File: src/hdl/icv_pkg.sv
`timescale 1ns / 1ps
// ----------------------------------------------------------------------------
// icv_pkg: shared types and constants for the IPv4/TCP checksum verifier
// Byte offsets of the captured header fields, result status codes, the
// snapshot passed from the byte accumulator to the finish pipeline, and the
// ones-complement add used by the accumulator.
// ----------------------------------------------------------------------------
package icv_pkg;

  // Result status codes
  typedef enum logic [1:0] {
    STATUS_VALID     = 2'd0,
    STATUS_IP_BAD    = 2'd1,
    STATUS_TCP_BAD   = 2'd2,
    STATUS_MALFORMED = 2'd3
  } status_e;

  // Byte offsets inside the IPv4 header
  localparam logic [15:0] IdxVerIhl  = 16'd0;
  localparam logic [15:0] IdxTotalHi = 16'd2;
  localparam logic [15:0] IdxTotalLo = 16'd3;
  localparam logic [15:0] IdxProto   = 16'd9;
  localparam logic [15:0] IdxSrc0    = 16'd12;
  localparam logic [15:0] IdxSrc3    = 16'd15;
  localparam logic [15:0] IdxDst0    = 16'd16;
  localparam logic [15:0] IdxDst3    = 16'd19;

  // Byte counter saturates here
  localparam logic [15:0] IdxMax     = 16'hFFFF;

  // Packet state at the last byte, handed to the finish pipeline
  typedef struct packed {
    logic [15:0] last_idx;     // index of the last byte
    logic [5:0]  hdr_bytes;    // IHL * 4
    logic [15:0] total_len;    // IPv4 total length
    logic [15:0] ip_sum;       // folded header sum
    logic [15:0] tcp_sum;      // folded segment sum
    logic [31:0] src_addr;     // source address bytes seen so far
    logic [31:0] dst_addr;     // destination address bytes seen so far
    logic [7:0]  proto;        // protocol byte
    logic [7:0]  pend_byte;    // high byte of an unfinished word
  } snap_t;

  // Ones-complement add with end-around carry
  function automatic logic [15:0] add_fold(input logic [15:0] acc, input logic [15:0] word);
    logic [16:0] s;
    s = {1'b0, acc} + {1'b0, word};
    return s[15:0] + {15'd0, s[16]};
  endfunction

endpackage

File: src/hdl/icv_if.sv
`timescale 1ns / 1ps
// ----------------------------------------------------------------------------
// icv_if: valid/ready channels of the checksum verifier
// icv_byte_if carries packet bytes in, icv_result_if carries one verdict
// per packet out.
// ----------------------------------------------------------------------------
interface icv_byte_if;
  logic       valid;
  logic       ready;
  logic [7:0] data_byte;
  logic       last_byte;

  modport source (output valid, output data_byte, output last_byte, input ready);
  modport sink   (input valid, input data_byte, input last_byte, output ready);
endinterface

interface icv_result_if;
  logic        valid;
  logic        ready;
  logic [1:0]  status;
  logic [15:0] ip_result;
  logic [15:0] tcp_result;

  modport source (output valid, output status, output ip_result, output tcp_result,
                  input ready);
  modport sink   (input valid, input status, input ip_result, input tcp_result,
                  output ready);
endinterface

File: src/hdl/icv_accum.sv
`timescale 1ns / 1ps
// ----------------------------------------------------------------------------
// icv_accum: per-byte header capture and checksum accumulation
// Registers each incoming byte, then folds it into the IP header sum or the
// TCP segment sum and captures the pseudo header fields. On the last byte of
// a packet the updated state is latched as a snapshot and the packet state
// is cleared.
// ----------------------------------------------------------------------------
module icv_accum import icv_pkg::*; (
  input  logic       clk_i,
  input  logic       rst_ni,
  icv_byte_if.sink   pkt_i,
  output snap_t      snap_o,
  output logic       snap_valid_o,
  input  logic       snap_ready_i
);

  // Input register
  logic       in_v_q;
  logic [7:0] in_byte_q;
  logic       in_last_q;

  // Packet state
  logic [15:0] idx_q, idx_d;
  logic [5:0]  hdr_q, hdr_d;
  logic [15:0] total_q, total_d;
  logic [15:0] ip_acc_q, ip_acc_d;
  logic [15:0] tcp_acc_q, tcp_acc_d;
  logic [31:0] src_q, src_d;
  logic [31:0] dst_q, dst_d;
  logic [7:0]  proto_q, proto_d;
  logic [7:0]  pend_q, pend_d;

  // Snapshot register
  logic  snap_v_q;
  snap_t snap_q;
  snap_t snap_d;

  logic        consume;
  logic        snap_take;
  logic        in_hdr;
  logic        in_seg;
  logic [15:0] word;

  // A last byte may only retire when the snapshot slot frees up
  assign snap_take = !snap_v_q || snap_ready_i;
  assign consume   = in_v_q && (!in_last_q || snap_take);
  assign pkt_i.ready = !in_v_q || consume;

  // Field capture at fixed offsets
  always_comb begin
    hdr_d   = hdr_q;
    total_d = total_q;
    if (idx_q == IdxVerIhl) begin
      hdr_d = {in_byte_q[3:0], 2'b00};
    end
    if (idx_q == IdxTotalHi) begin
      total_d = {in_byte_q, 8'h00};
    end
    if (idx_q == IdxTotalLo) begin
      total_d = {total_q[15:8], in_byte_q};
    end
  end

  // Header / segment sums over big-endian words
  assign in_hdr = idx_q < {10'd0, hdr_d};
  assign in_seg = !in_hdr && (idx_q < total_d);
  assign word   = {pend_q, in_byte_q};

  always_comb begin
    pend_d    = pend_q;
    ip_acc_d  = ip_acc_q;
    tcp_acc_d = tcp_acc_q;
    if ((in_hdr || in_seg) && !idx_q[0]) begin
      pend_d = in_byte_q;
    end
    if (in_hdr && idx_q[0]) begin
      ip_acc_d = add_fold(ip_acc_q, word);
    end
    if (in_seg && idx_q[0]) begin
      tcp_acc_d = add_fold(tcp_acc_q, word);
    end
  end

  // Pseudo header fields: protocol and both addresses, shifted in as they go by
  always_comb begin
    src_d   = src_q;
    dst_d   = dst_q;
    proto_d = proto_q;
    if (idx_q == IdxProto) begin
      proto_d = in_byte_q;
    end
    if (idx_q >= IdxSrc0 && idx_q <= IdxSrc3) begin
      src_d = {src_q[23:0], in_byte_q};
    end
    if (idx_q >= IdxDst0 && idx_q <= IdxDst3) begin
      dst_d = {dst_q[23:0], in_byte_q};
    end
  end

  // Saturating byte counter
  assign idx_d = (idx_q == IdxMax) ? idx_q : idx_q + 16'd1;

  // Snapshot of the state after the last byte
  always_comb begin
    snap_d.last_idx  = idx_q;
    snap_d.hdr_bytes = hdr_d;
    snap_d.total_len = total_d;
    snap_d.ip_sum    = ip_acc_d;
    snap_d.tcp_sum   = tcp_acc_d;
    snap_d.src_addr  = src_d;
    snap_d.dst_addr  = dst_d;
    snap_d.proto     = proto_d;
    snap_d.pend_byte = pend_d;
  end

  // Input register
  always_ff @(posedge clk_i or negedge rst_ni) begin
    if (!rst_ni) begin
      in_v_q <= 1'b0;
    end else if (pkt_i.ready) begin
      in_v_q <= pkt_i.valid;
    end
  end

  always_ff @(posedge clk_i) begin
    if (pkt_i.valid && pkt_i.ready) begin
      in_byte_q <= pkt_i.data_byte;
      in_last_q <= pkt_i.last_byte;
    end
  end

  // Packet state: advance per byte, clear after the last one
  always_ff @(posedge clk_i or negedge rst_ni) begin
    if (!rst_ni) begin
      idx_q     <= '0;
      hdr_q     <= '0;
      total_q   <= '0;
      ip_acc_q  <= '0;
      tcp_acc_q <= '0;
      src_q     <= '0;
      dst_q     <= '0;
      proto_q   <= '0;
      pend_q    <= '0;
    end else if (consume) begin
      if (in_last_q) begin
        idx_q     <= '0;
        hdr_q     <= '0;
        total_q   <= '0;
        ip_acc_q  <= '0;
        tcp_acc_q <= '0;
        src_q     <= '0;
        dst_q     <= '0;
        proto_q   <= '0;
        pend_q    <= '0;
      end else begin
        idx_q     <= idx_d;
        hdr_q     <= hdr_d;
        total_q   <= total_d;
        ip_acc_q  <= ip_acc_d;
        tcp_acc_q <= tcp_acc_d;
        src_q     <= src_d;
        dst_q     <= dst_d;
        proto_q   <= proto_d;
        pend_q    <= pend_d;
      end
    end
  end

  // Snapshot slot
  always_ff @(posedge clk_i or negedge rst_ni) begin
    if (!rst_ni) begin
      snap_v_q <= 1'b0;
    end else if (snap_take) begin
      snap_v_q <= consume && in_last_q;
    end
  end

  always_ff @(posedge clk_i) begin
    if (snap_take && consume && in_last_q) begin
      snap_q <= snap_d;
    end
  end

  assign snap_o       = snap_q;
  assign snap_valid_o = snap_v_q;

endmodule

File: src/hdl/icv_finish.sv
`timescale 1ns / 1ps
// ----------------------------------------------------------------------------
// icv_finish: end-of-packet checks and result register
// First stage checks the lengths and adds the pad, segment length and
// pseudo header into the TCP sum; second stage folds, complements, picks
// the status and holds the result until it is taken.
// ----------------------------------------------------------------------------
module icv_finish import icv_pkg::*; (
  input  logic         clk_i,
  input  logic         rst_ni,
  input  snap_t        snap_i,
  input  logic         snap_valid_i,
  output logic         snap_ready_o,
  icv_result_if.source res_o
);

  // Stage B: checks and wide sum
  logic        sb_v_q;
  logic        hdr_zero_q, hdr_zero_d;
  logic        malformed_q, malformed_d;
  logic [15:0] ipr_q, ipr_d;
  logic [18:0] sum_q, sum_d;

  // Output register
  logic        out_v_q;
  status_e     status_q, status_d;
  logic [15:0] ip_res_q, ip_res_d;
  logic [15:0] tcp_res_q, tcp_res_d;

  logic        b_ready;
  logic [15:0] seg;
  logic [15:0] pad;
  logic [16:0] fold1;
  logic [15:0] fold2;
  logic [15:0] tcpr;

  assign b_ready      = !out_v_q || res_o.ready;
  assign snap_ready_o = !sb_v_q || b_ready;

  // Length checks and TCP sum with pseudo header, segment length and odd-byte pad
  always_comb begin
    hdr_zero_d  = (snap_i.hdr_bytes == 6'd0);
    malformed_d = (snap_i.total_len < {10'd0, snap_i.hdr_bytes}) ||
                  (({1'b0, snap_i.last_idx} + 17'd1) < {1'b0, snap_i.total_len});
    ipr_d       = ~snap_i.ip_sum;
    seg         = snap_i.total_len - {10'd0, snap_i.hdr_bytes};
    pad         = seg[0] ? {snap_i.pend_byte, 8'h00} : 16'd0;
    sum_d       = {3'b000, snap_i.tcp_sum} + {3'b000, pad} + {3'b000, seg} +
                  {3'b000, snap_i.src_addr[31:16]} + {3'b000, snap_i.src_addr[15:0]} +
                  {3'b000, snap_i.dst_addr[31:16]} + {3'b000, snap_i.dst_addr[15:0]} +
                  {11'd0, snap_i.proto};
  end

  // Full carry fold, complement and verdict
  assign fold1 = {1'b0, sum_q[15:0]} + {14'd0, sum_q[18:16]};
  assign fold2 = fold1[15:0] + {15'd0, fold1[16]};
  assign tcpr  = ~fold2;

  always_comb begin
    priority if (hdr_zero_q) begin
      status_d  = STATUS_IP_BAD;
      ip_res_d  = 16'hFFFF;
      tcp_res_d = 16'd0;
    end else if (malformed_q) begin
      status_d  = STATUS_MALFORMED;
      ip_res_d  = 16'd0;
      tcp_res_d = 16'd0;
    end else if (ipr_q != 16'd0) begin
      status_d  = STATUS_IP_BAD;
      ip_res_d  = ipr_q;
      tcp_res_d = 16'd0;
    end else begin
      status_d  = (tcpr != 16'd0) ? STATUS_TCP_BAD : STATUS_VALID;
      ip_res_d  = 16'd0;
      tcp_res_d = tcpr;
    end
  end

  // Stage B register
  always_ff @(posedge clk_i or negedge rst_ni) begin
    if (!rst_ni) begin
      sb_v_q <= 1'b0;
    end else if (snap_ready_o) begin
      sb_v_q <= snap_valid_i;
    end
  end

  always_ff @(posedge clk_i) begin
    if (snap_ready_o && snap_valid_i) begin
      hdr_zero_q  <= hdr_zero_d;
      malformed_q <= malformed_d;
      ipr_q       <= ipr_d;
      sum_q       <= sum_d;
    end
  end

  // Result register
  always_ff @(posedge clk_i or negedge rst_ni) begin
    if (!rst_ni) begin
      out_v_q <= 1'b0;
    end else if (b_ready) begin
      out_v_q <= sb_v_q;
    end
  end

  always_ff @(posedge clk_i) begin
    if (b_ready && sb_v_q) begin
      status_q  <= status_d;
      ip_res_q  <= ip_res_d;
      tcp_res_q <= tcp_res_d;
    end
  end

  assign res_o.valid      = out_v_q;
  assign res_o.status     = status_q;
  assign res_o.ip_result  = ip_res_q;
  assign res_o.tcp_result = tcp_res_q;

endmodule

File: src/hdl/ipv4_tcp_checksum_verify.sv
`timescale 1ns / 1ps
// ----------------------------------------------------------------------------
// ipv4_tcp_checksum_verify: IPv4 header and TCP checksum checker
// Sums an IPv4 packet byte stream into the header and TCP/pseudo header
// ones-complement sums and reports one verdict per packet.
//
//   channel  dir  handshake     payload
//   pkt_i    in   valid/ready   data_byte[7:0], last_byte
//   res_o    out  valid/ready   status[1:0], ip_result[15:0], tcp_result[15:0]
//
// One byte per cycle, back to back, unless a last byte waits for the snapshot
// slot. One result per packet passes the snapshot, stage B and result registers.
// rst_ni clears all packet state; every packet also starts from clean state.
// A stalled result holds back only last bytes behind it; two more packets'
// verdicts can queue in the snapshot slot and stage B before input backs up.
// ----------------------------------------------------------------------------
module ipv4_tcp_checksum_verify import icv_pkg::*; (
  input  logic         clk_i,
  input  logic         rst_ni,
  icv_byte_if.sink     pkt_i,
  icv_result_if.source res_o
);

  snap_t snap;
  logic  snap_valid;
  logic  snap_ready;

  // Per-byte accumulation
  icv_accum u_accum (
    .clk_i        (clk_i),
    .rst_ni       (rst_ni),
    .pkt_i        (pkt_i),
    .snap_o       (snap),
    .snap_valid_o (snap_valid),
    .snap_ready_i (snap_ready)
  );

  // End-of-packet checks
  icv_finish u_finish (
    .clk_i        (clk_i),
    .rst_ni       (rst_ni),
    .snap_i       (snap),
    .snap_valid_i (snap_valid),
    .snap_ready_o (snap_ready),
    .res_o        (res_o)
  );

endmodule
File: src/flat_wrapper.sv
// flat-port wrapper written by rule: the top's interface ports become plain ports
module ipv4_tcp_checksum_verify_flat import icv_pkg::*;
  (clk_i, rst_ni, pkt_i_valid, pkt_i_data_byte, pkt_i_last_byte, pkt_i_ready, res_o_valid, res_o_status, res_o_ip_result, res_o_tcp_result, res_o_ready);
  icv_byte_if pkt_i_i ();
  icv_result_if res_o_i ();
  input  logic clk_i;
  input  logic rst_ni;
  input wire logic [$bits(pkt_i_i.valid)-1:0] pkt_i_valid;
  input wire logic [$bits(pkt_i_i.data_byte)-1:0] pkt_i_data_byte;
  input wire logic [$bits(pkt_i_i.last_byte)-1:0] pkt_i_last_byte;
  output wire logic [$bits(pkt_i_i.ready)-1:0] pkt_i_ready;
  output wire logic [$bits(res_o_i.valid)-1:0] res_o_valid;
  output wire logic [$bits(res_o_i.status)-1:0] res_o_status;
  output wire logic [$bits(res_o_i.ip_result)-1:0] res_o_ip_result;
  output wire logic [$bits(res_o_i.tcp_result)-1:0] res_o_tcp_result;
  input wire logic [$bits(res_o_i.ready)-1:0] res_o_ready;
  assign pkt_i_i.valid = pkt_i_valid;
  assign pkt_i_i.data_byte = pkt_i_data_byte;
  assign pkt_i_i.last_byte = pkt_i_last_byte;
  assign pkt_i_ready = pkt_i_i.ready;
  assign res_o_valid = res_o_i.valid;
  assign res_o_status = res_o_i.status;
  assign res_o_ip_result = res_o_i.ip_result;
  assign res_o_tcp_result = res_o_i.tcp_result;
  assign res_o_i.ready = res_o_ready;
  ipv4_tcp_checksum_verify u_core (.clk_i(clk_i), .rst_ni(rst_ni), .pkt_i(pkt_i_i), .res_o(res_o_i));
endmodule
File: config.mk
export PLATFORM = sky130hd
export DESIGN_NAME = ipv4_tcp_checksum_verify_flat
export DESIGN_NICKNAME = d
export VERILOG_FILES = /design/src/hdl/icv_pkg.sv /design/src/hdl/icv_if.sv /design/src/hdl/icv_accum.sv /design/src/hdl/icv_finish.sv /design/src/hdl/ipv4_tcp_checksum_verify.sv /design/src/flat_wrapper.sv
export SDC_FILE = /design/constraint.sdc
export NUM_CORES = 1
export LEC_CHECK = 0
export ABC_AREA = 1
export BUFFER_PORTS_ARGS = -buffer_cell sky130_fd_sc_hd__buf_2
export CAP_MARGIN = 30
export CORE_UTILIZATION = 55
export DETAILED_ROUTE_END_ITERATION = 10
export PLACE_DENSITY_LB_ADDON = 0.3
export REMOVE_ABC_BUFFERS = 1
export SYNTH_ARGS = -nofsm -noshare
export SYNTH_HDL_FRONTEND = slang
export SYNTH_SLANG_ARGS = --single-unit
File: constraint.sdc
create_clock -name clk_i -period 8.6 [get_ports clk_i]
set_input_delay 1.29 -clock clk_i [delete_from_list [all_inputs] [get_ports clk_i]]
set_output_delay 1.29 -clock clk_i [all_outputs]
set_load 0.01 [all_outputs]
Yosys cells after proc, flatten, opt, wreduce, memory -nomap -nowiden
Index checks and enable logic that the tools add are counted.
{ "totals": {"elab_cells": 121, "output_inout_bits": 36, "register_bits": 384, "in_bits": 13} }
{ "classes": {"n_lt_le_gt_ge": 8, "n_mux": 25, "add_sub_neg": 16, "bitwise": 2, "n_reduce_logical": 33, "eq_ne": 5} }
{ "op_table": {"columns": ["op", "n"], "rows": [
  ["2-to-1 mux 16 bit", 12],
  ["2-to-1 mux 32 bit", 4],
  ["adder 19 x 16 -> 19 bit", 3],
  ["adder 16 x 16 -> 17 bit", 3],
  ["adder 16 x 1 -> 16 bit", 3],
  ["== test 16 x 2 -> 1 bit, second input constant", 2],
  ["less-than comparator 16 x 6 -> 1 bit", 2],
  ["2-to-1 mux 8 bit", 4],
  ["NOT 16 bit", 2],
  ["nonzero test 16 bit", 2],
  ["adder 18 x 16 -> 19 bit", 1],
  ["adder 19 x 8 -> 19 bit", 1],
  ["adder 17 x 16 -> 18 bit", 1],
  ["adder 16 x 1 -> 17 bit, second input constant", 1],
  ["adder 16 x 3 -> 17 bit", 1],
  ["less-than comparator 17 x 16 -> 1 bit", 1],
  ["adder 16 x 1 -> 16 bit, second input constant", 1],
  ["== test 16 bit, second input constant", 1],
  ["== test 16 x 4 -> 1 bit, second input constant", 1],
  ["greater-or-equal comparator 16 x 4 -> 1 bit, second input constant", 1],
  ["greater-or-equal comparator 16 x 5 -> 1 bit, second input constant", 1],
  ["<= comparator 16 x 4 -> 1 bit, second input constant", 1],
  ["<= comparator 16 x 5 -> 1 bit, second input constant", 1],
  ["logical NOT 16 bit", 1],
  ["other kinds (11)", 38]
]} }

Longest topological paths before layout
{ "depth": {"word_depth": 9, "mapped_depth": 29} }

By module
Synthesis repeated with hierarchy kept, for this count alone.
{ "hier_totals": {"hier_cells": 2535, "area_unflattened_um2": 22987.0} }
{ "modules_own_cells": {"columns": ["mod", "cells_per_inst", "seq_area_each_um2", "instances", "area_per_inst_um2"], "rows": [
  ["icv_accum", 1664, 8578.2, 1, 15309.7],
  ["icv_finish", 871, 2182.1, 1, 7677.4]
]} }

Worst setup path before layout
OpenSTA, ideal clock, no wires.
{ "synth_timing": {"kind": "register to register", "startpoint": "register u_core.u_accum.snap_q (netlist bit u_core.u_accum.snap_o[128])", "endpoint": "register u_core.u_finish.sum_q[15] (data pin)", "path_slack_ns": 3.131, "n_path_buf": 0, "period_less_slack_ns": 5.469, "stages_incl_launch_ff": 23, "required_time_ns": 8.335, "setup_time_ns": 0.265, "t_arrival_ns": 5.204, "cell_sequence": "edfxtp_1 > ha_1 > fa_1 > o31ai_1 > nand2_1 > nand2_1 > a21o_1 > nor3_1 > nand3_1 > xor2_1 > fa_1 > inv_1 > fa_1 > fa_1 > fa_1 > inv_1 > ha_1 > a21oi_1 > a21boi_0 > o21bai_1 > a21oi_1 > o21ai_0 > xor2_1"} }
{ "synth_via": {"elab_chain_cells": 9} }
{ "synth_lines": {"columns": ["element", "line", "rtl"], "rows": [
  ["start, declared", "icv_accum.sv:36", "snap_t snap_q;"],
  ["start signal, assigned", "icv_accum.sv:181", "snap_q <= snap_d;"],
  ["subtractor 16 x 6 -> 16 bit (*)", "icv_finish.sv:46", "seg = snap_i.total_len - {10'd0, snap_i.hdr_bytes};"],
  ["2-to-1 mux 16 bit", "icv_finish.sv:47", "pad = seg[0] ? {snap_i.pend_byte, 8'h00} : 16'd0;"],
  ["adder 16 x 16 -> 17 bit", "icv_finish.sv:48", "sum_d = {3'b000, snap_i.tcp_sum} + {3'b000, pad} + {3'b000, seg} +"],
  ["adder 17 x 16 -> 18 bit (*)", "icv_finish.sv:48", null],
  ["adder 18 x 16 -> 19 bit (*)", "icv_finish.sv:48", null],
  ["adder 19 x 16 -> 19 bit (*) (2 in series)", "icv_finish.sv:49", "{3'b000, snap_i.src_addr[31:16]} + {3'b000, snap_i.src_addr[15:0]} +"],
  ["adder 19 x 16 -> 19 bit (*)", "icv_finish.sv:50", "{3'b000, snap_i.dst_addr[31:16]} + {3'b000, snap_i.dst_addr[15:0]} +"],
  ["adder 19 x 8 -> 19 bit (*)", "icv_finish.sv:50", null],
  ["net u_core.u_finish.sum_d[15]", "icv_finish.sv:22", "logic [18:0] sum_q, sum_d;"],
  ["end signal, assigned", "icv_finish.sv:93", "sum_q <= sum_d;"],
  ["end, declared", "icv_finish.sv:22", null]
]} }
Mark *: on every way through the listed nets, which the timed path passes. The rest lies on a longest branch.
A chain may end at the register's enable or synchronous reset.

Worst setup path in the final report
{ "layout_timing": {"startpoint": "register u_core.u_accum.snap_q (netlist bit u_core.u_accum.snap_o[129])", "endpoint": "register u_core.u_finish.sum_q[14] (data pin)"} }
{ "layout_via": {"elab_chain_cells": 7} }
{ "layout_lines": {"columns": ["element", "line"], "rows": [
  ["subtractor 16 x 6 -> 16 bit", "icv_finish.sv:46"],
  ["adder 17 x 16 -> 18 bit", "icv_finish.sv:48"],
  ["adder 18 x 16 -> 19 bit", "icv_finish.sv:48"],
  ["adder 19 x 16 -> 19 bit (2 in series)", "icv_finish.sv:49"],
  ["adder 19 x 16 -> 19 bit", "icv_finish.sv:50"],
  ["adder 19 x 8 -> 19 bit", "icv_finish.sv:50"],
  ["net u_core.u_finish.sum_d[14]", "icv_finish.sv:22"]
]} }
The timed path passes the listed nets, and every way through them passes these cells.

==> reports/metrics.yaml <==
max_stage_delay_ns: 0.53
worst_r2r_path_depth: 26
ff2ff_setup_slack_ns: 2.56
drc_errors: 0
synthesis.area_mm2: 0.02284
drive_gt1_frac: 0.06769
cts_setup_buffers: 0
synth_edf_count: 230
rows: 74
startpoint_type: "register"
clock_path_buffers: 3
dp_hpwl_um: 40740
ys_ff_latch: 384
antenna_left: 0
path_common_cell: "inv_1"
antenna_cells: 0
root_buffer: "clkbuf_16"
hold_violations: 0
critical_path_arrival_ns: 6.36
rr_endpoint: "u_core.u_finish.sum_q[14]"
min_to: "u_core.u_accum.total_q[1]"
place_inst: 3052
drt_pass1_iterations: 6
track_usage: 0.2774
syn2layout_area_growth_pct: 10.09
htreeDepth: 2
synth-main-ff-cell: "edfxtp_1"
p_comb_frac: 0.460
hold_slack_ns: 0.4930
synth_cell_type_count: 55
port_buffers: 48
drv_slew: 0
cap_violations: 0
cts.sinks: 384
die_area_mm2: 0.04234
avgSynthCellArea_um2: 9.077
drt_wl_total_um: 56170
crit_required_ns: 8.92
core_area_mm2: 0.04092
routedLengthMet1_um: 24930
ys_seq_area_frac: 0.4712
fmax_mhz: 165.7
cts_tree: "yes"
die_height_um: 205.8
wl_met3_um: 3480
status: "finished clean"
met2_length_um: 25900
ir_drop_v: 0.0002486
ios: 49
via_per_inst: 5.462
place_area_mm2: 0.02366
period_needed_ns: 6.036
cts.clk_slew.worst_paths_ns: 0.06
r2r-start: "u_core.u_accum.snap_o[129]"
worst-path-max-fanout: 4
dpl_worst_slack_ns: 2.606
clkPwrFrac: 0.227
fin_crit_sh: 0.7018
report.final.setup_viol: 0
power_density_mw_per_mm2: 334.1
grt_antenna_before_repair: 0
power.internal_mw: 4.914
rsz0062_at_grt: "false"
tightest_slew_ns: 1.009
hp-class: "register to register"
p_seq_frac: 0.313
crit_type: "register to register"
gp_congestion: 0.9358
final_cell_count_no_fill: 3132
worst_skew_pair.late_latency_ns: 0.59
start_util: 0.5581
die_w_um: 205.8
tns_ns: 0
hp-start: "u_core.u_accum.total_q[1]"
syn_inst: 2516
hold_buffers: 0
num_vias: 17110
grt_pass1_wl_um: 89870
p_leak_nw: 11.68
wl_per_cell_um: 17.93
cts-resized-gates: 0
drtIter0Drc: 1364
swShare: 0.4151
max_slew_margin: 0.3274
final_area_mm2: 0.02514
ys_warn_count: 0
clock_skew_ns: 0.02760
grt_pass1_vias: 16800
grt_max_degree: 101
cp-end-kind: "register"
hold_depth: 2
grt_remaining_overflow: 0
synthArstFlopShare: 0.4010
cts_inserted_buffers: 43
cpMaxStageDelayCell: "fa_1"
switchingPower_mw: 3.487
highest_layer: "met4"
finalWorstSetupSlack_ns: 2.564
layout.nets: 2769
## cell families (layout without fill, tap and decap cells)
family,count (synthesis),count (layout),synth area share
flops,384,384,0.4712
fa+ha+maj,190,190,0.1310
compound gates,383,383,0.09472
buf+inv,515,599,0.08590
xor+xnor,82,82,0.03424
simple gates,962,962,0.1829
## cell usage in the layout, fill, tap and decap left out, types with 17 or more instances in the layout
cell	Yosys	final
nand2_1	516	516
inv_1	452	451
edfxtp_1	230	230
o21ai_0	206	206
nor2_1	166	164
dfrtp_1	154	154
nand3_1	151	150
ha_1	108	108
a21oi_1	84	84
fa_1	82	82
xor2_1	61	61
buf_2	3	47
clkbuf_16	0	43
nand4_1	36	36
and2_1	25	25
a22o_1	24	24
o22ai_1	20	20
nor3_1	19	19
xnor2_1	17	17
## routing by layer
metal  up-vias  GRT usage
met5         -          0
met4         0    0.09821
met3        91    0.04292
met2       536     0.4431
met1      8179     0.3850
li1       8301          -
## how the worst max path moves through the flow
stage,slack [ns],from,endpoint,cells after the start
after global placement,2.79,u_core.u_accum.snap_o[128],u_core.u_finish.sum_q[15],24
after CTS,2.61,u_core.u_accum.snap_o[129],u_core.u_finish.sum_q[14],26
after floorplan,1.82,res_o_ready,u_core.u_accum.snap_o[0],6
final,2.56,u_core.u_accum.snap_o[129],u_core.u_finish.sum_q[14],26
after detailed placement,2.61,u_core.u_accum.snap_o[129],u_core.u_finish.sum_q[14],26
after global routing,2.15,u_core.u_accum.snap_o[129],u_core.u_finish.sum_q[14],26
## power groups by stage
| stage | combinational [mW] | sequential, mW | clock, mW |
|---|---|---|---|
| floorplan | 2.91 | 2.57 | 0 |
| global placement | 3.77 | 2.66 | 0 |
| CTS | 3.86 | 2.63 | 1.93 |
| global route | 4.40 | 2.66 | 2.00 |
| detailed placement | 3.83 | 2.66 | 0 |
| finish | 3.86 | 2.63 | 1.90 |
## critical path, delay by kind of cell (launching register included)
kind	cells	cell delay, ns
XOR/XNOR	2	0.30
flip-flops	1	0.42
AND/OR/NAND/NOR	6	0.68
AO/OA/AOI/OAI	7	1.43
adder cells (fa/ha/maj)	6	2.62
buffers and inverters	5	0.30
## sequential cells by signal, summed over array words and instances (netlist names), 6 cells and up
register / count
u_core.u_accum.snap_o: 150
u_core.u_accum.ip_acc_q: 16
u_core.u_accum.in_byte_q: 8
u_core.u_finish.res_o.ip_result: 16
u_core.u_accum.hdr_q: 6
u_core.u_accum.pend_q: 8
u_core.u_accum.proto_q: 8
u_core.u_finish.sum_q: 19
u_core.u_finish.res_o.tcp_result: 16
u_core.u_accum.src_q: 32
u_core.u_accum.dst_q: 32
u_core.u_accum.total_q: 16
u_core.u_accum.idx_q: 16
u_core.u_finish.ipr_q: 16
u_core.u_accum.tcp_acc_q: 16
## synth_stat cells, types with 5 or more instances
master | n | area share
nand2_2 | 9 | 0.0025
a22o_1 | 24 | 0.0092
o21ai_0 | 206 | 0.045
o22ai_1 | 20 | 0.0055
a21oi_1 | 84 | 0.018
dfrtp_1 | 154 | 0.17
nand2_1 | 516 | 0.085
fa_1 | 82 | 0.072
a21boi_0 | 6 | 0.0020
nor2_2 | 7 | 0.0019
inv_2 | 5 | 0.00082
clkbuf_1 | 47 | 0.0077
nand3_1 | 151 | 0.033
nor3_1 | 19 | 0.0042
xor2_1 | 61 | 0.023
nand3b_1 | 9 | 0.0030
and2_1 | 25 | 0.0068
xnor2_1 | 17 | 0.0065
ha_1 | 108 | 0.059
a21o_1 | 5 | 0.0016
nor2_1 | 166 | 0.027
edfxtp_1 | 230 | 0.30
o21bai_1 | 11 | 0.0036
o21ai_1 | 9 | 0.0020
inv_1 | 452 | 0.074
nand4_1 | 36 | 0.0099
## area by class of cell
| type | count | area (um^2) |
|---|---|---|
| clock inverter | 26 | 295.3 |
| inverter | 459 | 1732 |
| sequential | 384 | 10760 |
| fill | 3411 | 15780 |
| clock buffer | 53 | 1164 |
| multi-input combinational | 1617 | 10150 |
| tap | 532 | 665.6 |
| timing repair buffer | 61 | 376.6 |
## metrics by stage
stage / utilization / total power, mW
final: 0.6144 / 8.401
after global routing: 0.6144 / 9.059
after CTS: 0.6137 / 8.418
after detailed placement: 0.5781 / 6.492
after global placement: 0.5776 / 6.426
after floorplan: - / 5.483
Power figures use the tool's default switching activity.
